`src/design/tpr_pkg.sv`:
```
// Shared types and constants for the tach period to rpm converter.
package tpr_pkg;

   localparam int TIME_W = 16;
   localparam int RPM_W = 16;
   localparam int DIVIDEND_W = 26;
   localparam int CNT_W = $clog2(DIVIDEND_W);

   localparam logic [DIVIDEND_W-1:0] TICKS_PER_MINUTE = DIVIDEND_W'(60000000);
   localparam logic [RPM_W-1:0] RPM_MAX = {RPM_W{1'b1}};
   localparam logic [TIME_W-1:0] SAT_LIMIT = TIME_W'(60000000 / (1 << RPM_W));

   typedef enum logic [1:0] {
      ST_IDLE,
      ST_DIV,
      ST_PUSH
   } state_type;

endpackage

```
`src/design/tpr_serial_div.sv`:
```
// Bit-serial restoring divider of the ticks-per-minute constant by the period.
module tpr_serial_div (
   input  logic                        clock,
   input  logic                        reset,
   input  logic                        start,
   input  logic [tpr_pkg::TIME_W-1:0]  divisor,
   output logic                        done,
   output logic [tpr_pkg::RPM_W-1:0]   quotient
);
   import tpr_pkg::*;

   logic                  busy_ff, busy_in;
   logic                  done_ff, done_in;
   logic [CNT_W-1:0]      cnt_ff, cnt_in;
   logic [DIVIDEND_W-1:0] dvd_ff, dvd_in;
   logic [TIME_W-1:0]     div_ff, div_in;
   logic [TIME_W-1:0]     rem_ff, rem_in;
   logic [RPM_W-1:0]      quo_ff, quo_in;
   logic [TIME_W:0]       shifted;
   logic [TIME_W:0]       diff;
   logic                  ge;

   assign shifted = {rem_ff, dvd_ff[DIVIDEND_W-1]};
   assign diff = shifted - {1'b0, div_ff};
   assign ge = shifted >= {1'b0, div_ff};

   always_comb begin
      busy_in = busy_ff;
      done_in = 1'b0;
      cnt_in = cnt_ff;
      dvd_in = dvd_ff;
      div_in = div_ff;
      rem_in = rem_ff;
      quo_in = quo_ff;
      if (start) begin
         busy_in = 1'b1;
         cnt_in = CNT_W'(DIVIDEND_W - 1);
         dvd_in = TICKS_PER_MINUTE;
         div_in = divisor;
         rem_in = '0;
         quo_in = '0;
      end else if (busy_ff) begin
         dvd_in = {dvd_ff[DIVIDEND_W-2:0], 1'b0};
         rem_in = ge ? diff[TIME_W-1:0] : shifted[TIME_W-1:0];
         quo_in = {quo_ff[RPM_W-2:0], ge};
         cnt_in = cnt_ff - CNT_W'(1);
         if (cnt_ff == '0) begin
            busy_in = 1'b0;
            done_in = 1'b1;
         end
      end
   end

   always_ff @(posedge clock) begin
      if (reset) begin
         busy_ff <= 1'b0;
         done_ff <= 1'b0;
      end else begin
         busy_ff <= busy_in;
         done_ff <= done_in;
      end
      cnt_ff <= cnt_in;
      dvd_ff <= dvd_in;
      div_ff <= div_in;
      rem_ff <= rem_in;
      quo_ff <= quo_in;
   end

   assign done = done_ff;
   assign quotient = quo_ff;

endmodule

```
`src/design/tach_period_to_rpm.sv`:
```
// Top level: converts tach capture timestamps into a held rpm value.
// A capture that needs a division gives its result through the 26-step bit-serial
// divider and then the response register; other captures go straight to the response register.
// One capture is worked on at a time, so a new transfer is taken only once the last
// result has gone into the response register, which a stalled receiver can hold off.
// Synchronous reset clears the held rpm, the stored capture and the first-capture flag.
module tach_period_to_rpm (
   input  logic                        clock,
   input  logic                        reset,
   input  logic                        req_tvalid,
   output logic                        req_tready,
   input  logic [tpr_pkg::TIME_W-1:0]  req_tdata,   // [15:0] capture_time
   output logic                        rsp_tvalid,
   input  logic                        rsp_tready,
   output logic [tpr_pkg::RPM_W-1:0]   rsp_tdata,   // [15:0] rpm
   output logic                        rsp_tuser    // [0] updated
);
   import tpr_pkg::*;

   state_type          state_ff, state_in;
   logic               seen_ff, seen_in;
   logic [TIME_W-1:0]  last_ff, last_in;
   logic [RPM_W-1:0]   speed_ff, speed_in;
   logic               upd_ff, upd_in;
   logic               rsp_valid_ff, rsp_valid_in;
   logic [RPM_W-1:0]   rsp_rpm_ff, rsp_rpm_in;
   logic               rsp_upd_ff, rsp_upd_in;
   logic [TIME_W-1:0]  period;
   logic               div_start;
   logic               div_done;
   logic [RPM_W-1:0]   div_quotient;

   assign period = req_tdata - last_ff;

   tpr_serial_div u_div (
      .clock    (clock),
      .reset    (reset),
      .start    (div_start),
      .divisor  (period),
      .done     (div_done),
      .quotient (div_quotient)
   );

   always_comb begin
      state_in = state_ff;
      seen_in = seen_ff;
      last_in = last_ff;
      speed_in = speed_ff;
      upd_in = upd_ff;
      rsp_valid_in = rsp_valid_ff && !rsp_tready;
      rsp_rpm_in = rsp_rpm_ff;
      rsp_upd_in = rsp_upd_ff;
      req_tready = 1'b0;
      div_start = 1'b0;
      unique case (state_ff)
         ST_IDLE: begin
            req_tready = 1'b1;
            if (req_tvalid) begin
               seen_in = 1'b1;
               last_in = req_tdata;
               upd_in = 1'b0;
               state_in = ST_PUSH;
               if (seen_ff && period != '0) begin
                  upd_in = 1'b1;
                  if (period <= SAT_LIMIT) begin
                     speed_in = RPM_MAX;
                  end else begin
                     div_start = 1'b1;
                     state_in = ST_DIV;
                  end
               end
            end
         end
         ST_DIV: begin
            if (div_done) begin
               speed_in = div_quotient;
               state_in = ST_PUSH;
            end
         end
         ST_PUSH: begin
            if (!rsp_valid_ff || rsp_tready) begin
               rsp_valid_in = 1'b1;
               rsp_rpm_in = speed_ff;
               rsp_upd_in = upd_ff;
               state_in = ST_IDLE;
            end
         end
         default: begin
            state_in = ST_IDLE;
         end
      endcase
   end

   always_ff @(posedge clock) begin
      if (reset) begin
         state_ff <= ST_IDLE;
         seen_ff <= 1'b0;
         last_ff <= '0;
         speed_ff <= '0;
         rsp_valid_ff <= 1'b0;
      end else begin
         state_ff <= state_in;
         seen_ff <= seen_in;
         last_ff <= last_in;
         speed_ff <= speed_in;
         rsp_valid_ff <= rsp_valid_in;
      end
      upd_ff <= upd_in;
      rsp_rpm_ff <= rsp_rpm_in;
      rsp_upd_ff <= rsp_upd_in;
   end

   assign rsp_tvalid = rsp_valid_ff;
   assign rsp_tdata = rsp_rpm_ff;
   assign rsp_tuser = rsp_upd_ff;

endmodule

```
`config.mk`:
```
export PLATFORM = sky130hd
export DESIGN_NAME = tach_period_to_rpm
export DESIGN_NICKNAME = d
export VERILOG_FILES = /design/src/design/tpr_pkg.sv /design/src/design/tpr_serial_div.sv /design/src/design/tach_period_to_rpm.sv
export SDC_FILE = /design/constraint.sdc
export NUM_CORES = 1
export LEC_CHECK = 0
export CORE_UTILIZATION = 30
export CTS_CLUSTER_SIZE = 28
export DETAILED_ROUTE_END_ITERATION = 12
export DONT_BUFFER_PORTS = 1
export PLACE_DENSITY = 0.53
export SLEW_MARGIN = 20
export SYNTH_ARGS = -nofsm -noshare
export SYNTH_HDL_FRONTEND = slang
export SYNTH_HIERARCHICAL = 1
export SYNTH_SLANG_ARGS = --single-unit
```
`constraint.sdc`:
```
create_clock -name clock -period 9.65 [get_ports clock]
set_clock_uncertainty 0.05 [all_clocks]
set_input_delay 0.965 -clock clock [delete_from_list [all_inputs] [get_ports clock]]
set_output_delay 0.965 -clock clock [all_outputs]
set_load 0.05 [all_outputs]
```
==> impl.org, run 1 <==
** Run status
- The run finished with clean final reports.

** Placed design
- Final weighted congestion in routability-driven placement :: 0.816
- Post-DP HPWL :: 9.80 mm
- Port buffer count :: 0

** Pwr
- Total power for the finished layout comes to 2.07 mW.
- Sequential Power Share :: 0.367
- Of the total power, the clock network draws 0.317.
- Of the total power, the share spent switching nets is 0.357.
- Power per unit of standard cell area :: 280 nW/um^2
- Portion of total power attributed to combinational logic :: 0.317
- Leak Pwr :: 2.81 nW
- Internal power component :: 1.33 mW
- Peak supply drop :: between 0.1 and 0.15 mV
- For this design the total switching power over the nets is 739 uW.

** Floorplan
- Die footprint :: 22400 sq um
- Top-Level Pins :: 39
- After floorplanning, the core was sized to cover 21200 sq um.
- Die height :: 150 um
- Effective utilization at floorplan :: 0.309
- Horizontal extent of the die :: 150 um
- In this run the core area contains 53 standard-cell rows.

** Yosys
- After synthesis, the share of flip-flops with an asynchronous set or reset is 0.
- Measured against the total synthesized area, the mux share comes to 0.0508.
- Post-Synthesis Cell Area :: 6530 sq um
- Most instantiated library cell after synthesis :: dfxtp_1
- Synthesized area per cell :: ~9.8 sq um
- For this run, the leading register cell type out of synthesis is dfxtp_1.
- Post-synthesis instance total :: roughly 670
- The share of synthesized area in the top cell type comes to 0.285.
- Of the total synthesized cell area, the portion taken by XOR and XNOR cells is 0.0362.
- The share of the Yosys chip area taken by registers is 0.441.
- Ranking of synthesized cells by area :: dfxtp_1 (29%), edfxtp_1 (16%), ha_1 (6.1%), mux2i_1 (4.9%), nand2_1 (3.8%)
- The synthesized design contains 34 enable-type register cells.
- Fraction of the mapped netlist area in compound gates :: 0.203
- Library cell with the largest summed area after synthesis :: dfxtp_1
- Flops & latches, synth :: 127
- By area, the combinational part of the netlist is dominated by compound AO/OA/AOI/OAI gates.
- The Yosys step of the flow raised 6 warnings.
- Number of nets produced by synthesis :: 723
- Top post-synthesis cells by count :: dfxtp_1 (93), nand2_1 (67), nor2_1 (56)
- Of the total synthesized cell area, the portion taken by full adders, half adders and majority gates is 0.0674.
- Fraction of the mapped netlist area in simple logic gates :: 0.152
- In this run, distinct cell masters in the synthesized netlist total between 70 and 80.

** STA
- Hold Slack :: 0.386 ns
- Max-slew headroom :: 0.382
- Maximum achievable frequency :: 202 MHz
- Hold Fails Final Rpt :: 0
- The number of pins with negative max-slew slack in the final report was 0.
- Total negative slack :: 0 ns
- Subtracting the final worst setup slack from the clock period gives 4.94 ns.
- Final count of negative-setup-slack endpoints :: 0
- Period utilisation layout :: 0.512
- At the pin with the least slew margin, the transition time is ~0.92 ns.
- Unrepaired setup endpoints after global routing :: false

** Final layout
- Post-layout nets :: ~720
- Of the cells placed in the final design, the portion with a size suffix greater than 1 is 0.102.
- The layout has 2143 filler cells.
- The number of antenna diodes in the final layout is 0.
- Layout area overhead :: 13.1%

** Detailed routing
- In the routed layout, each cell is associated on average with a via count of 4.92.
- Once detail routing completed, the nets flagged for antenna violations numbered 0.
- In the final routed layout, each cell accounts on average for between 10 and 15 um.
- For this run, design rule violations remaining after detail routing come to 0.
- The first detailed-routing pass ran for 5 iterations.
- Overall via count from detail_route :: 4682
- The first routing iteration left about 260 violations.
- Total length of routed wires :: around 14 mm

** Clock network
- H-tree lvl count :: 4
- Clock-pin slew was measured on the worst setup and hold paths at 0.06 ns.
- Post-CTS repair changed the size of 0 cells.
- CTS placed an instance of clkbuf_16 at the clock tree root.
- In this run, post-CTS hold repair placed 0 buffers.
- Counting along the longest clock path gives a buffer depth of 2.
- Clock latency on the worst-skew pair :: 0.42 ns
- CTS saw 127 sinks.
- Total CTS buffers :: 17
- Total setup buffers inserted after CTS :: 0
- CTS tree :: done

** Critical path
- For this run, the slowest stage of the critical path takes roughly 0.56 ns.
- Setup CP Type :: input pin to register
- Capturing point of the worst reg2reg path :: u_div/rem_ff[11]
- In this run the register-to-register setup slack is 4.96 ns.
- Worst reg2reg path depth :: 16
- By instance count, the cell type seen most on the critical path is inv_1.
- The signal on the critical path passes through inv_1 -> ha_1 -> inv_1 -> fa_1 -> a21o_1 -> a221oi_4 -> o21ai_0 -> a311oi_1 -> a211oi_2 -> or4b_4 -> or2_1 -> and4_2 -> buf_4 -> inv_1 -> and3_1 -> a32oi_1 -> o21ai_0.
- Along the worst path, the maximum fanout reaches 57.
- Arrival time worst endpoint :: 5.18 ns
- At the worst endpoint, the required time is 9.89 ns.
- Kind of end point of the critical path :: register
- Critical path launch point type :: input pin
- The largest individual stage delay along the critical path comes from the cell inv_1.
- In this run the critical register-to-register path is launched from last_ff[0].

** Global routing
- The initial antenna violation count was 0.
- Largest net degree at the start of global routing :: 64
- Wire length of the first global-routing pass :: 22.8 mm
- For this run, the total global-route usage over all layers was measured as 0.130.
- Global-route congestion overflow total :: 0
- The number of global-route vias before repair was roughly 4600.

** Flow run
- Max-cap violations in this run came to 0.

** Worst hold path
- Startpoint of the tightest hold check path :: speed_ff[3]
- The worst hold path terminates at rsp_tdata[3].
- The min-delay analysis places its worst path in the category register to register.
- Counting instances, the worst hold path has a depth of 0.
-- power groups by stage --
| stage | sequential [mW] | clock, mW | combinational [mW] |
|---|---|---|---|
| CTS | 0.759 | 0.670 | 0.659 |
| floorplan | 0.740 | 0 | 0.550 |
| finish | 0.759 | 0.656 | 0.655 |
| global route | 0.773 | 0.697 | 0.737 |
| global placement | 0.770 | 0 | 0.654 |
| detailed placement | 0.769 | 0 | 0.655 |
-- metal layers --
metal  GRT usage  share of wire
met1       0.168           0.50
met4      0.0500          0.019
met5           0              0
met2       0.206           0.45
met3      0.0329          0.038
-- area by class of cell --
type,count,area (sq um),area share
inverter,50,188,0.0254
clock inverter,13,150,0.0203
clock buffer,19,454,0.0615
timing repair buffer,3,22.5,0.00305
multi-input combinational,464,3340,0.453
tap,275,344,0.0466
sequential,127,2880,0.390
-- metrics by stage --
step | utilization | cell area (sq um) | instances | setup WS (ns)
after global routing | 0.349 | 7390 | 951 | 4.37
after global placement | 0.320 | 6770 | 919 | 4.33
final | 0.349 | 7390 | 951 | 4.71
after CTS | 0.349 | 7380 | 951 | 4.68
after floorplan | - | 6530 | 669 | 4.84
after detailed placement | 0.320 | 6780 | 919 | 4.25
-- registers in the layout, summed over array words and instances (netlist names) --
name / cells
u_div/busy_ff: 1
rsp_tvalid: 1
seen_ff: 1
speed_ff: 16
u_div/cnt_ff: 5
u_div/div_ff: 16
u_div/done: 1
u_div/dvd_ff: 18
u_div/rem_ff: 16
rsp_tuser: 1
rsp_tdata: 16
last_ff: 16
state_ff: 2
u_div/quotient: 16
upd_ff: 1
-- critical path, delay by kind of cell --
kind | cells | cell delay [ns]
AO/OA/AOI/OAI | 7 | 1.49
adder cells (fa/ha/maj) | 2 | 0.53
buffers and inverters | 4 | 1.19
AND/OR/NAND/NOR | 4 | 0.97
-- worst max-delay path by stage --
stage | slack (ns) | start | endpoint
after floorplan | 4.84 | req_tdata[0] | u_div/cnt_ff[0]
after global placement | 4.33 | req_tdata[0] | u_div/rem_ff[4]
after detailed placement | 4.25 | req_tdata[0] | u_div/rem_ff[11]
after CTS | 4.68 | req_tdata[0] | u_div/rem_ff[11]
after global routing | 4.37 | req_tdata[0] | u_div/rem_ff[11]
final | 4.71 | req_tdata[0] | u_div/rem_ff[11]
-- layout by cell type (no fill, tap or decap), types with 7 or more instances in the layout --
| cell | count |
|---|---|
| a21oi_1 | 42 |
| o211ai_1 | 10 |
| xor2_1 | 9 |
| xnor2_1 | 18 |
| a221o_1 | 16 |
| nor2_1 | 55 |
| ha_1 | 32 |
| and3_1 | 13 |
| clkbuf_16 | 18 |
| nand3_1 | 17 |
| inv_1 | 49 |
| a21o_1 | 13 |
| dfxtp_1 | 92 |
| edfxtp_1 | 34 |
| o21ai_0 | 18 |
| nand2_1 | 67 |
| mux2i_1 | 32 |
| nand2b_1 | 7 |
| a311oi_2 | 7 |
| nor3_1 | 7 |
-- cells by family after synthesis --
family                     after synthesis
AOI/OAI and AO/OA                      168
xor gates and xnor gates                27
adders and majority gates               34
buffers and inverters                   78
DFF                                    127
muxes                                   33
and+or+nand+nor                        202
(Power assumes the default switching activity.)
==> inputs of run 2 (changes only) <==
Clock period 9.65 ns to 4.6 ns, I/O delays scaled along.
==> impl.org, run 2 (synthesized netlist as in run 1, its figures left out) <==
** Run status
- Result of the run :: completed

** Detailed routing
- Antenna-violating nets left :: 0 (unchanged)
- The via count was 4743 (+1.3%).
- The sum of met3 wire segment lengths after detailed routing came to 480 um (-7.2%).
- Met1 WL :: 6.99 mm (+2.5%)
- Drt pass-1 iters :: 4 (-1)
- Ratio of routed vias to standard cells :: 4.97 (+0.98%)
- The routed length on met2 came to 6.44 mm (+5.5%).
- The routed wire length per instance was 14.9 um (+3.7%).
- Signal routing reaches up to met4.
- Number of design rule violations left after detail routing :: 0 (unchanged)
- The DRC marker count from the first detailed-route iteration came to 217 (-16%).
- Total length of routed wires :: 14.2 mm (+4.0%)

** Pwr
- The worst ir drop on vdd was 0.381 mV (+180%).
- Clock group share of total power :: 0.309 (-0.008)
- Internal power component :: 2.68 mW (+100%)
- Reported net switching power :: 1.64 mW (+120%)
- The power density over the cells came to 584 nW/um^2 (+110%).
- Switching portion of total power :: 0.379 (+0.0223)
- The share of total power in combinational logic was 0.320 (+0.003).
- Sequential Power Share :: 0.371 (+0.004)
- Leak Pwr :: 2.82 nW (+0.38%)

** Worst hold path
- The startpoint identified for the worst hold timing path is reset.
- The min-delay analysis places its worst path in the category input pin to register.
- End point of the worst hold path :: u_div/busy_ff
- Worst Hold Depth :: 1 (+1)

** Global routing
- The global router's overall resource usage came to 0.134 (+0.00410).
- Largest net degree at the start of global routing :: 40 (-38%)
- Number of antenna violations at the first check in global routing :: 0 (unchanged)
- Wire length of the first global-routing pass :: 23.4 mm (+2.5%)
- Via count of the first global-routing pass :: 4685 (+2.8%)
- Global-route congestion overflow total :: 0 (unchanged)

** Critical path
- CP most frequent cell :: inv_1
- In this run the critical register-to-register path is captured at u_div/rem_ff[12].
- Reg2reg setup slack :: 0.53 ns (-4.43 ns)
- Traced cell by cell, the critical path runs through ha_1 -> inv_1 -> fa_1 -> a21o_1 -> a221oi_4 -> o211ai_1 -> o22a_1 -> xnor2_1 -> or4b_4 -> or2_1 -> and4_2 -> inv_1 -> and3_1 -> a31oi_1 -> o31ai_1.
- Reg2Reg Launch Point :: last_ff[0]
- Slowest cell on the critical path :: or4b_4
- The highest fanout seen on the critical path came to 15 (-74%).
- The data arrival time of the worst path came to 4.35 ns (-0.83 ns).
- Kind of end point of the critical path :: register
- The largest incremental delay on the critical path is 0.57 ns (about the same).
- By startpoint and endpoint, the worst setup path is classified as register to register.
- Data required time at the worst endpoint :: 4.88 ns (-5.01 ns)
- STA classifies the critical path startpoint as a register.
- Worst reg2reg path depth :: 15 (-1)

** Flow run
- Max_cap viols :: 0 (unchanged)

** STA
- Hold Slack :: 0.0628 ns (-0.323 ns)
- Tightest Pin Transition :: 0.965 ns (+0.0423 ns)
- Total negative slack :: 0 ns (unchanged)
- Max-slew headroom :: 0.354 (-0.0283)
- The final number of hold-violating endpoints came to 0 (unchanged).
- Final count of negative-setup-slack endpoints :: 0 (unchanged)
- Number of slew-limit violations in the final report :: 0 (unchanged)
- Setup repair after global routing left no endpoint under its margin.
- Based on the critical path, the design can be clocked at up to 246 MHz.
- Final period demand of the worst path :: approximately 4.1 ns
- Dividing the final minimum period by the clock period gives 0.884.

** Final layout
- Number of filler instances in the final layout :: 2152 (+0.42%)
- Antenna diode instance count :: 0 (unchanged)
- The final standard cell area without fillers came to 7400 sq um (+0.19%).
- Counting flops per register, the top entry is u_div/dvd_ff.
- Leaving out fill and tap cells, the most frequent cell in the layout is dfxtp_1.
- The layout cell share with drive strength beyond 1 was 0.108 (+0.00544).
- The number of flip-flops in the largest register was 18 (unchanged).
- Post-layout nets :: 720 (+0.42%)
- In the layout the commonest cells are dfxtp_1 (92), nand2_1 (67), nor2_1 (55), inv_1 (49), a21oi_1 (42).
- Layout area overhead :: 13.3%

** Clock network
- CTS tree :: done
- The number of buffers inserted by post-CTS setup repair came to 0 (unchanged).
- Total CTS buffers :: 17 (unchanged)
- Clock transition at path regs :: 0.06 ns (about the same)
- TritonCTS sink count :: 127 (unchanged)
- The tree is rooted in a clkbuf_16.
- # hold bufs at CTS :: 0 (unchanged)
- The number of gates resized after cts came to 0 (unchanged).
- The clock insertion delay at the later pin of the skew report is 0.43 ns (about the same).
- The number of buffers on the longest clock path came to 2 (unchanged).
- The H-tree depth is 4 (unchanged).

** Placed design
- Final weighted congestion in routability-driven placement :: 0.814 (-0.20%)
- Area after DPL :: 6810 sq um (+0.48%)
- Post-DP HPWL :: 10.1 mm (+2.9%)
- The number of port buffers was 0 (unchanged).

** Floorplan
- The die outline width is 150 um (unchanged).
- The full die area is 22400 sq um (unchanged).
- The count of pins on the block boundary came to 39 (unchanged).
- Number of core rows :: 53 (unchanged)
- The initial core utilization came to 0.309 (unchanged).
- The core footprint was 21200 sq um (unchanged).
- Die height :: 150 um (unchanged)
==> run 2: cell count changes in the layout (fill, tap and decap cells not counted), moves of 2 or more <==
| cell | before | now |
|---|---|---|
| buf_4 | 3 | 5 |
| bufinv_16 | 2 | 0 |
| clkinv_2 | 2 | 0 |
| inv_6 | 6 | 3 |
| inv_8 | 1 | 8 |
==> run 2: worst max-delay path by stage <==
stage | start | to | slack (ns) | cells after the start
floorplan | req_tdata[0] | u_div/cnt_ff[0] | 0.29 | 16
global placement | req_tdata[0] | u_div/rem_ff[7] | 0.43 | 16
detailed placement | req_tdata[0] | u_div/rem_ff[11] | 0.37 | 16
CTS | last_ff[0] | u_div/rem_ff[12] | 0.52 | 15
global route | last_ff[0] | u_div/rem_ff[11] | 0.27 | 15
finish | last_ff[0] | u_div/rem_ff[12] | 0.53 | 15
==> run 2: critical path: cells and delay by family, from the launching register on <==
| family | cells | cell delay (ns) |
|---|---|---|
| AOI/OAI and AO/OA | 6 | 1.13 |
| adders and majority gates | 2 | 0.54 |
| xor gates and xnor gates | 1 | 0.14 |
| and+or+nand+nor | 4 | 1.35 |
| DFF | 1 | 0.33 |
| buffers and inverters | 2 | 0.44 |
==> run 2: metrics by stage <==
stage / setup slack, ns / power [mW] / utilization / instances
3_3_place_gp: 0.427 / 3.00 / 0.322 / 922
3_5_place_dp: 0.366 / 3.01 / 0.322 / 922
4_1_cts: 0.521 / 4.37 / 0.349 / 954
5_1_grt: 0.270 / 4.60 / 0.350 / 954
2_1_floorplan: 0.291 / 2.71 / - / 669
6_report: 0.534 / 4.32 / 0.350 / 954
==> run 2: layout make-up <==
cell class	instances	area (sq um)	area share
multi-input cells	464	3340	0.452
flip-flops and latches	127	2880	0.390
well taps	275	344	0.0465
repair buffers	6	57.6	0.00778
inverters	50	188	0.0254
clock buffers	17	425	0.0575
clock inverters	15	158	0.0213
==> run 2: routing by layer <==
metal	up-vias	GRT usage
met5	-	0
met4	0	0.0612
met3	26	0.0375
met2	71	0.210
met1	2213	0.169
li1	2433	-
==> run 2: power by group through the flow <==
stage / logic, mW / registers, mW / clock network (mW)
floorplan: 1.15 / 1.55 / 0
global placement: 1.38 / 1.63 / 0
detailed placement: 1.38 / 1.63 / 0
CTS: 1.39 / 1.61 / 1.37
global route: 1.55 / 1.64 / 1.42
finish: 1.38 / 1.60 / 1.33
==> inputs of run 3 (changes only) <==
Settings changed: CORE_UTILIZATION 30 to 60, PLACE_DENSITY 0.53 to 0.85.
==> impl.org, run 3 (synthesized netlist as in run 1, its figures left out) <==
** Global routing
- Most congested layer reported by global routing :: met2
- The number of global-route vias before repair is 5104 (+8.9%).
- The first-pass GRT wire length is 25.1 mm (+7.6%).
- The global routing met3 resource utilization came to 0.0619 (+0.0244).
- The global router's overall resource usage is 0.284 (+0.150).
- Global routing met2 resource utilization :: 0.470 (+0.260)
- Number of antenna violations at the first check in global routing :: 0 (unchanged)
- The residual overflow from global routing was 0 (unchanged).
- The largest net degree at the start of global routing is 45 (+13%).
- Met1 routing resource usage after global routing :: 0.357 (+0.187)

** Final layout
- The area taken by flip-flops and latches came to 2880 sq um (unchanged).
- The number of fill cells is 770 (-64%).
- The number of inserted diodes came to 0 (unchanged).
- Compared with the post-synthesis result, the final layout area differs by 11.5%.
- The final standard cell area without fillers came to 7280 sq um (-1.6%).
- Ranked by flip-flop count, first place goes to u_div/dvd_ff.
- In the layout the commonest cells are dfxtp_1 (92), nand2_1 (67), nor2_1 (55), inv_1 (49), a21oi_1 (42).
- Share of layout cells above drive strength 1 :: 0.102 (-0.00562)
- The number of flip-flops in the largest register came to 18 (unchanged).
- Footprint of the multi-input gates :: 3330 sq um (-0.41%)
- The number of nets in the final layout is 728 (+1.1%).
- Leaving out fill and tap cells, the most frequent cell in the layout is dfxtp_1.

** Critical path
- The buffer and inverter count on the worst path is 3 (+1).
- Data required time at the worst endpoint :: 4.92 ns (+0.04 ns)
- STA classifies the critical path startpoint as a register.
- The data arrival time of the worst path is 4.59 ns (+0.24 ns).
- CP Launch Point :: last_ff[0]
- Reg2Reg Launch Point :: last_ff[0]
- Worst reg2reg path depth :: 14 (-1)
- The worst register-to-register path ends at u_div/dvd_ff[25].
- Cell-by-cell trace of the critical path :: ha_1 -> inv_1 -> fa_1 -> a21o_1 -> a221oi_4 -> o211ai_1 -> o22a_1 -> xnor2_1 -> or4b_4 -> or2_1 -> and4_2 -> inv_1 -> buf_4 -> o211ai_1
- Gate family responsible for the most delay along the worst path :: simple AND/OR/NAND/NOR gates
- Largest stage delay, worst path :: 0.59 ns (+0.02 ns)
- The highest fanout seen on the critical path was 15 (unchanged).
- Setup CP Type :: register to register
- Slowest cell on the critical path :: or4b_4
- Following the worst setup path forward leads to its endpoint at u_div/dvd_ff[25].
- The slack of the worst reg-to-reg path is 0.34 ns (-0.20 ns).
- Critical Path Stages :: 14 (-1)
- STA classifies the critical path endpoint as a register.

** STA
- Total negative slack :: 0 ns (unchanged)
- The clock period minus worst slack came to 4.26 ns (+0.199 ns).
- The final number of hold-violating endpoints came to 0 (unchanged).
- The share of the clock period used by the worst path is 0.927 (+0.0433).
- The count of final setup violators is 0 (unchanged).
- Tightest Pin Transition :: 1.16 ns (+0.195 ns)
- The number of pins with negative max-slew slack in the final report is 0 (unchanged).
- The fmax is 234 MHz (-4.7%).
- The final-layout worst hold slack was 0.0117 ns (-0.0511 ns).
- Setup repair after global routing left no endpoint under its margin.
- Max-slew headroom :: 0.224 (-0.130)

** Floorplan
- The height of the die came to 106 um (-29%).
- The initial core utilization is 0.624 (+0.316).
- The die outline width was 106 um (-29%).
- Number of core rows :: 37 (-30%)
- Top-Level Pins :: 39 (unchanged)
- The core footprint came to 10500 sq um (-51%).
- The full die area came to 11300 sq um (-49%).

** Pwr
- Peak supply drop :: 0.315 mV (-17%)
- The share of total power in combinational logic is 0.330 (+0.010).
- Sequential Power Share :: 0.371 (about the same)
- The internal power came to 2.66 mW (-0.95%).
- Leak Pwr :: 2.84 nW (+0.67%)
- The power density over the cells is 595 nW/um^2 (+1.9%).
- The fraction of power spent switching nets was 0.387 (+0.00766).
- The switching power summed over all nets came to 1.68 mW (+2.3%).
- Clock group share of total power :: 0.299 (-0.010)

** Clock network
- Total setup buffers inserted after CTS :: 0 (unchanged)
- Clock transition at path regs :: 0.06 ns (about the same)
- Post-cts sizing count :: 0 (unchanged)
- H-tree lvl count :: 4 (unchanged)
- TritonCTS sink count :: 127 (unchanged)
- The number of clock buffers inserted by TritonCTS is 17 (unchanged).
- # hold bufs at CTS :: 9 (+9)
- The number of buffers on the longest clock path is 2 (unchanged).
- CTS tree :: done
- Clock latency on the worst-skew pair :: 0.53 ns (+0.10 ns)
- CTS placed an instance of clkbuf_8 at the clock tree root.

** Worst hold path
- Worst hold path class :: input pin to register

** Run status
- Result of the run :: completed

** Flow run
- Max_cap viols :: 0 (unchanged)

** Placed design
- The HPWL reported at the end of detailed placement is 9.73 mm (-3.5%).
- The placed cell area came to 6610 sq um (-3.0%).
- Port buffer count :: 0 (unchanged)
- Final weighted congestion in routability-driven placement :: 0.910 (+12%)

** Detailed routing
- Violation count after the first detailed-route iteration :: 356 (+64%)
- Antenna-violating nets left :: 0 (unchanged)
- The post-detailed-route via-to-cell ratio was 6.27 (+26%).
- The number of remaining DRC errors is 0 (unchanged).
- Routed length per instance :: 18.1 um (+21%)
- The routed wire length came to 14.9 mm (+4.4%).
- Overall via count from detail_route :: 5158 (+8.7%)
- The number of detailed-routing iterations run before antenna repair is 5 (+1).
-- run 3: changes by cell type in the layout (fill, tap and decap cells not counted), sizes merged --
cell / previous run / this run
buf: 6 / 5
inv: 60 / 57
dlygate4sd3: 0 / 9
clkinv: 4 / 7
-- run 3: layout make-up --
class,instances,area share
clock buffers,17,0.0569
clock inverters,15,0.0230
inverters,50,0.0258
multi-input cells,464,0.457
flip-flops and latches,127,0.396
well taps,136,0.0234
repair buffers,14,0.0175
-- run 3: stage by stage --
| stage | total power [mW] | std cells | util | setup slack, ns |
|---|---|---|---|---|
| 2_1_floorplan | 2.71 | 669 | - | 0.291 |
| 3_3_place_gp | 2.93 | 782 | 0.631 | 0.391 |
| 3_5_place_dp | 2.99 | 782 | 0.631 | 0.254 |
| 4_1_cts | 4.32 | 823 | 0.696 | 0.374 |
| 5_1_grt | 4.56 | 823 | 0.696 | 0.110 |
| 6_report | 4.33 | 823 | 0.696 | 0.335 |
-- run 3: power by group through the flow --
| stage | clock network (mW) | registers, mW | logic, mW |
|---|---|---|---|
| after detailed placement | 0 | 1.62 | 1.37 |
| after floorplan | 0 | 1.55 | 1.15 |
| after CTS | 1.31 | 1.60 | 1.41 |
| after global routing | 1.36 | 1.63 | 1.57 |
| final | 1.30 | 1.61 | 1.43 |
| after global placement | 0 | 1.60 | 1.33 |
-- run 3: metal layers --
metal / vias to the layer above / wire, um
met5: - / 0
met4: 0 / 334
met3: 35 / 910
met2: 214 / 7170
met1: 2448 / 6450
li1: 2461 / -
-- run 3: worst min path at each step --
stage                              from             to  slack, ns  cells past startpoint
after floorplan                  upd_ff      rsp_tuser       0.35                      0
after global placement     speed_ff[11]  rsp_tdata[11]       0.37                      0
after detailed placement   speed_ff[11]  rsp_tdata[11]       0.37                      0
after CTS                  req_tdata[3]     last_ff[3]      0.003                      2
after global routing       req_tdata[7]     last_ff[7]       0.02                      2
final                     req_tdata[10]    last_ff[10]       0.01                      2
-- run 3: worst reg2reg max path: stages (launching register included) --
cell      delay [ns]
dfxtp_1         0.33
ha_1            0.16
inv_1           0.05
fa_1            0.39
a21o_1          0.23
a221oi_4        0.32
o211ai_1        0.20
o22a_1          0.22
xnor2_1         0.16
or4b_4          0.59
or2_1           0.29
and4_2          0.36
inv_1           0.36
buf_4           0.28
o211ai_1        0.12
